File: config.mk
export PLATFORM = sky130hd
export DESIGN_NAME = btpc_divider
export DESIGN_NICKNAME = d
export VERILOG_FILES = /design/src/hw/rtl/btpc_pkg.sv /design/src/hw/rtl/btpc_divider.sv
export SDC_FILE = /design/constraint.sdc
export NUM_CORES = 2
export LEC_CHECK = 0
export BUFFER_PORTS_ARGS = -buffer_cell sky130_fd_sc_hd__buf_2
export CAP_MARGIN = 30
export CELL_PAD_IN_SITES_DETAIL_PLACEMENT = 1
export CELL_PAD_IN_SITES_GLOBAL_PLACEMENT = 1
export CORE_ASPECT_RATIO = 0.75
export CORE_MARGIN = 2
export CORE_UTILIZATION = 30
export CTS_CLUSTER_SIZE = 25
export DETAILED_ROUTE_END_ITERATION = 10
export PLACE_DENSITY = 0.58
export SETUP_SLACK_MARGIN = 0.1
export SLEW_MARGIN = 20
export SYNTH_ARGS = -nofsm -noshare
export SYNTH_HDL_FRONTEND = slang
export SYNTH_SLANG_ARGS = --single-unit
File: constraint.sdc
create_clock -name clk -period 6.4 [get_ports clk]
set_input_delay 0.32 -clock clk [delete_from_list [all_inputs] [get_ports clk]]
set_output_delay 0.32 -clock clk [all_outputs]
set_load 0.02 [all_outputs]
File: src/hw/rtl/btpc_pkg.sv
// ----------------------------------------------------------------------------
// btpc_pkg
// Shared widths, constants and helpers for the barometric compensation core.
// ----------------------------------------------------------------------------
`default_nettype none
package btpc_pkg;
  localparam int AdcW     = 20;
  localparam int WordW    = 32;
  localparam int CfgW     = 64;
  localparam int CfgIdxW  = 2;
  localparam int DivStages = 32;

  localparam logic [CfgIdxW-1:0] RegTemp      = 2'd0;
  localparam logic [CfgIdxW-1:0] RegPressLow  = 2'd1;
  localparam logic [CfgIdxW-1:0] RegPressHigh = 2'd2;
  localparam logic [CfgIdxW-1:0] RegPressLast = 2'd3;

  localparam logic [31:0] K64000  = 32'd64000;
  localparam logic [31:0] K1M     = 32'd1048576;
  localparam logic [31:0] K3125   = 32'd3125;
  localparam logic [31:0] KMsb    = 32'h8000_0000;
  localparam logic [31:0] K32768  = 32'd32768;
  localparam logic [31:0] K128    = 32'd128;

  typedef logic [WordW-1:0] word_t;

  function automatic word_t sx16(input logic [15:0] v);
    sx16 = {{16{v[15]}}, v};
  endfunction

  function automatic word_t mul32(input word_t a, input word_t b);
    logic [63:0] full;
    full = a * b;
    mul32 = full[31:0];
  endfunction

  function automatic word_t asr(input word_t x, input int n);
    asr = word_t'($signed(x) >>> n);
  endfunction
endpackage
`default_nettype wire

File: src/hw/rtl/btpc_divider.sv
// ----------------------------------------------------------------------------
// btpc_divider
// Pipelined restoring unsigned divider, one quotient bit per stage.
// ----------------------------------------------------------------------------
`default_nettype none
module btpc_divider
  import btpc_pkg::*;
#(
  parameter int W = WordW
) (
  input  wire logic         clk,
  input  wire logic         rst,
  input  wire logic         in_valid,
  input  wire logic [W-1:0] num,
  input  wire logic [W-1:0] den,
  input  wire logic         dbl_after,
  output logic              out_valid,
  output logic [W-1:0]      quot,
  output logic              out_dbl
);
  logic         vld [W+1];
  logic [W-1:0] rem [W+1];
  logic [W-1:0] qq  [W+1];
  logic [W-1:0] dd  [W+1];
  logic         db  [W+1];

  always_comb begin
    vld[0] = in_valid;
    rem[0] = '0;
    qq[0]  = num;
    dd[0]  = den;
    db[0]  = dbl_after;
  end

  for (genvar s = 0; s < W; s++) begin : g_st
    logic [W:0] trial;
    logic [W:0] diff;
    always_comb begin
      trial = {rem[s], qq[s][W-1]};
      diff  = trial - {1'b0, dd[s]};
    end
    always_ff @(posedge clk) begin
      if (rst) begin
        vld[s+1] <= 1'b0;
      end else begin
        vld[s+1] <= vld[s];
      end
      if (!diff[W]) begin
        rem[s+1] <= diff[W-1:0];
        qq[s+1]  <= {qq[s][W-2:0], 1'b1};
      end else begin
        rem[s+1] <= trial[W-1:0];
        qq[s+1]  <= {qq[s][W-2:0], 1'b0};
      end
      dd[s+1] <= dd[s];
      db[s+1] <= db[s];
    end
  end

  assign out_valid = vld[W];
  assign quot      = qq[W];
  assign out_dbl   = db[W];
endmodule
`default_nettype wire

==> key figures <==
Die
  – Die H: 561 microns
  – Die W: 746 microns
  – Core ar.: 412000 sq um
  – Initial Util: 0.301
  – Cell Rows: 204
  – IO Count: 102
  – Die ar.: 419000 sq um

Logic synthesis
  – Syn Area/Cell: 10.4 sq um
  – Proportion of synthesized area in mux cells: 0.0769
  – Post-synthesis compound-gate area fraction: 0.141
  – Synthesized area: 124000 sq um
  – Largest family of logic cells by synthesized area: compound AO/OA/AOI/OAI gates
  – Asr flop ratio synth: 0
  – Simple-gate share of the synthesized area: 0.0756
  – Post-Synth Adder-Cell Area: 0.105
  – Mapped Cells: 11.9k
  – Top_reg_cell synth: dfxtp_1
  – Post-synth EDFFs: 0
  – XOR/XNOR Fraction of Synth Area: 0.0592
  – Synthesized flop and latch total: 3072
  – Register area share after synthesis: 0.496
  – Total of warnings raised by yosys: 0
  – Synth unique cells: 96

Global routing
  – Total GRT Usage: 0.145
  – Largest net degree at the start of global routing: 64
  – GR Overflow Total: 0
  – Initial antenna violation count: 22
  – Number of global-route vias before repair: 82.7k
  – First-pass GRT wire length: 490000 microns

Clocking
  – Number of CTS-inserted buffers: 329
  – Hold buffer count at cts: 122
  – Post-CTS sizing: 0
  – Clk root buf: clkbuf_16
  – Clock tree buffer depth: 4
  – Worst-path clk slew: 0.06 ns
  – Worst skew pair latency: 0.96 ns
  – Postcts setup bufs: 0
  – CTS Sinks: 3072
  – CTS tree: done
  – # H-tree levels: 5

Placed design
  – RePlAce Congestion: 0.835
  – Place WS: 1.37 ns
  – Cell Area, Placed: 131000 sq um
  – I/O Buffers: 101
  – Post-DP HPWL: 238000 microns

Critical path
  – Req. time, crit path: 7.20 ns
  – Startpoint types: register
  – Data arrival, critical path: 5.92 ns
  – Endpoint class of the critical path: register
  – WS Path Type: reg2reg
  – Crit path max fanout: 27

STA
  – Max Freq: 0.195 GHz
  – Setup-failing EPs final: 0
  – Post-route setup slack: 1.27 ns
  – Final number of hold-violating endpoints: 0
  – Hold WS: 0.0734 ns
  – Period utilization: 0.801
  – Worst-margin pin slew: 1.03 ns
  – RSZ-0062 raised after global routing: false
  – Max-slew violations: 0
  – Setup TNS: 0 ns
  – Max-slew headroom: 0.307
  – Worst Skew: 0.0656 ns
  – Fin crit period: 5.13 ns

Layout
  – Share of cells above drive strength 1: 0.124
  – Area Growth Syn to Fin: 15.8%
  – Final core occ: 0.349
  – Fin nets: 13.3k
  – Final Cell Area: 144000 sq um

Routing
  – Vias: 82.6k
  – DR pass1 iterations: 5
  – Detail Route Antenna Nets: 0
  – DRC viols: 0
  – DR vias/cell: 4.60
  – Iter 0 DRT Violations: 4747
  – WL per Instance: 17.2 microns
  – Drt total wl: 309000 microns

Run status
  – Outcome: complete, no violations

Run
  – MaxCap Viol Count: 0

Worst hold path
  – HP Class: in2reg

Power
  – Leakage power: 64.9 nW
  – Maximum VDD drop: 403 uV
  – PwrDens: 623 nW/um^2
-- synthesized netlist by cell type (17+ instances only) --
master | n | area, sq um
a21oi_1 | 817 | 4090
fa_1 | 30 | 601
a41oi_1 | 22 | 193
mux2_4 | 53 | 796
ha_1 | 993 | 12400
o21ai_0 | 550 | 2750
nand3_1 | 163 | 816
mux2_1 | 26 | 293
xnor2_1 | 534 | 4680
a211oi_1 | 65 | 488
o31ai_1 | 55 | 413
a31oi_1 | 93 | 582
buf_4 | 35 | 263
o31a_1 | 44 | 385
dfxtp_1 | 3072 | 61500
o21a_1 | 161 | 1210
a21boi_0 | 29 | 218
nor4_1 | 27 | 169
and2_1 | 38 | 238
clkbuf_1 | 173 | 649
inv_1 | 1204 | 4520
nor3_1 | 100 | 500
o21bai_1 | 110 | 826
mux2i_1 | 66 | 661
o21ai_1 | 19 | 95.1
or2_2 | 21 | 131
o211ai_1 | 27 | 203
mux2_2 | 692 | 7790
buf_2 | 45 | 225
a211o_1 | 21 | 184
xor2_1 | 301 | 2640
nand2b_1 | 93 | 582
and4_1 | 31 | 272
or3_1 | 37 | 231
nand3b_1 | 18 | 135
nor2b_1 | 184 | 1150
a2111oi_0 | 17 | 149
a21o_1 | 445 | 3340
and3_1 | 64 | 400
nand4_1 | 108 | 676
a31o_2 | 22 | 193
nor2_1 | 444 | 1670
o2111ai_1 | 21 | 184
a221oi_1 | 33 | 289
nand2_1 | 540 | 2030
-- cell type report --
type | count | area (sq um)
antenna | 3 | 7.51
clock buffer | 447 | 9360
clock inverter | 148 | 2010
fill | 45700 | 268000
inverter | 1206 | 4530
multi-input combinational | 7345 | 57100
sequential | 3072 | 61500
tap | 5459 | 6830
timing repair buffer | 292 | 2330
-- power breakdown --
group	leakage [nW]	switching [mW]	internal, mW	total (mW)
registers	25.9	3.02	24.9	28.0
clock network	5.53	8.14	11.8	20.0
logic	33.5	22.2	19.3	41.6
-- worst max-delay path, stage by stage, from the launching register on --
cell	delay [ns]
dfxtp_1	0.31
inv_1	0.05
ha_1	0.20
fa_1	0.42
nor2b_1	0.14
o21a_1	0.16
o21ai_1	0.13
a31oi_1	0.63
o21ai_1	0.33
o21ai_0	0.60
a41oi_1	0.39
o21ai_1	0.34
a221oi_1	0.16
xnor2_2	0.45
buf_12	0.28
mux2_2	0.37
-- final timing paths --
check / startpoint / endpoint / slack [ns] / cells after the start
worst max-delay path: g_st[18].trial[0]$_DFF_P_ / g_st[19].trial[7]$_DFF_P_ / 1.27 / 15
worst min-delay path: num[25] / qq[1018]$_DFF_P_ / 0.07 / 2
worst max register to register: g_st[18].trial[0]$_DFF_P_ / g_st[19].trial[7]$_DFF_P_ / 1.27 / 15
worst min register to register: db[18]$_DFF_P_ / db[17]$_DFF_P_ / 0.30 / 0
-- stage by stage --
step	total power, mW	cells
after global placement	68.8	17200
after floorplan	58.3	11900
final	89.5	18000
after CTS	90.2	18000
after global routing	96.3	18000
after detailed placement	69.3	17200
-- cells in the final DEF, fill, tap and decap left out, drive strengths merged, types with 30 or more instances in the layout --
master / netlist / final
a211oi: 65 / 65
a21o: 445 / 445
a21oi: 820 / 820
a221oi: 34 / 34
a31oi: 94 / 94
and2: 38 / 38
and3: 64 / 64
and4: 31 / 31
buf: 94 / 168
bufinv: 0 / 37
clkbuf: 173 / 449
clkinv: 0 / 69
dfxtp: 3072 / 3072
dlygate4sd3: 0 / 122
fa: 30 / 30
ha: 993 / 993
inv: 1206 / 1224
mux2: 771 / 771
mux2i: 66 / 66
nand2: 540 / 540
nand2b: 93 / 93
nand3: 163 / 163
nand4: 108 / 108
nor2: 444 / 444
nor2b: 184 / 184
nor3: 100 / 100
o21a: 161 / 161
o21ai: 570 / 570
o21bai: 110 / 110
o31a: 44 / 44
o31ai: 59 / 59
or3: 37 / 37
xnor2: 536 / 536
xor2: 301 / 301
-- per-layer routing --
metal  wire [microns]  track usage  vias up  part of all wire
met5               20            0        -          0.000065
met1           185000        0.250    39100              0.60
met2           102000        0.174     1182              0.33
met4             5980       0.0314        2             0.019
met3            15700       0.0263      391             0.051
li1                 -            -    41900                 -
-- registers in the layout, indices dropped and copies added (netlist names) --
| signal | flops |
|---|---|
| vld | 31 |
| g_st.trial | 1023 |
| dd | 992 |
| out_valid | 1 |
| qq | 961 |
| out_dbl | 1 |
| db | 31 |
| quot | 32 |
-- logic make-up (layout without fill, tap and decap cells) --
family	count (synthesis)	after routing
buf+inv	1473	2093
xor+xnor	837	837
mux	837	837
flops	3072	3072
other cells	1	18
fa+ha+maj	1023	1023
simple gates	1914	1914
compound gates	2719	2719
(Power assumes the default switching activity.)
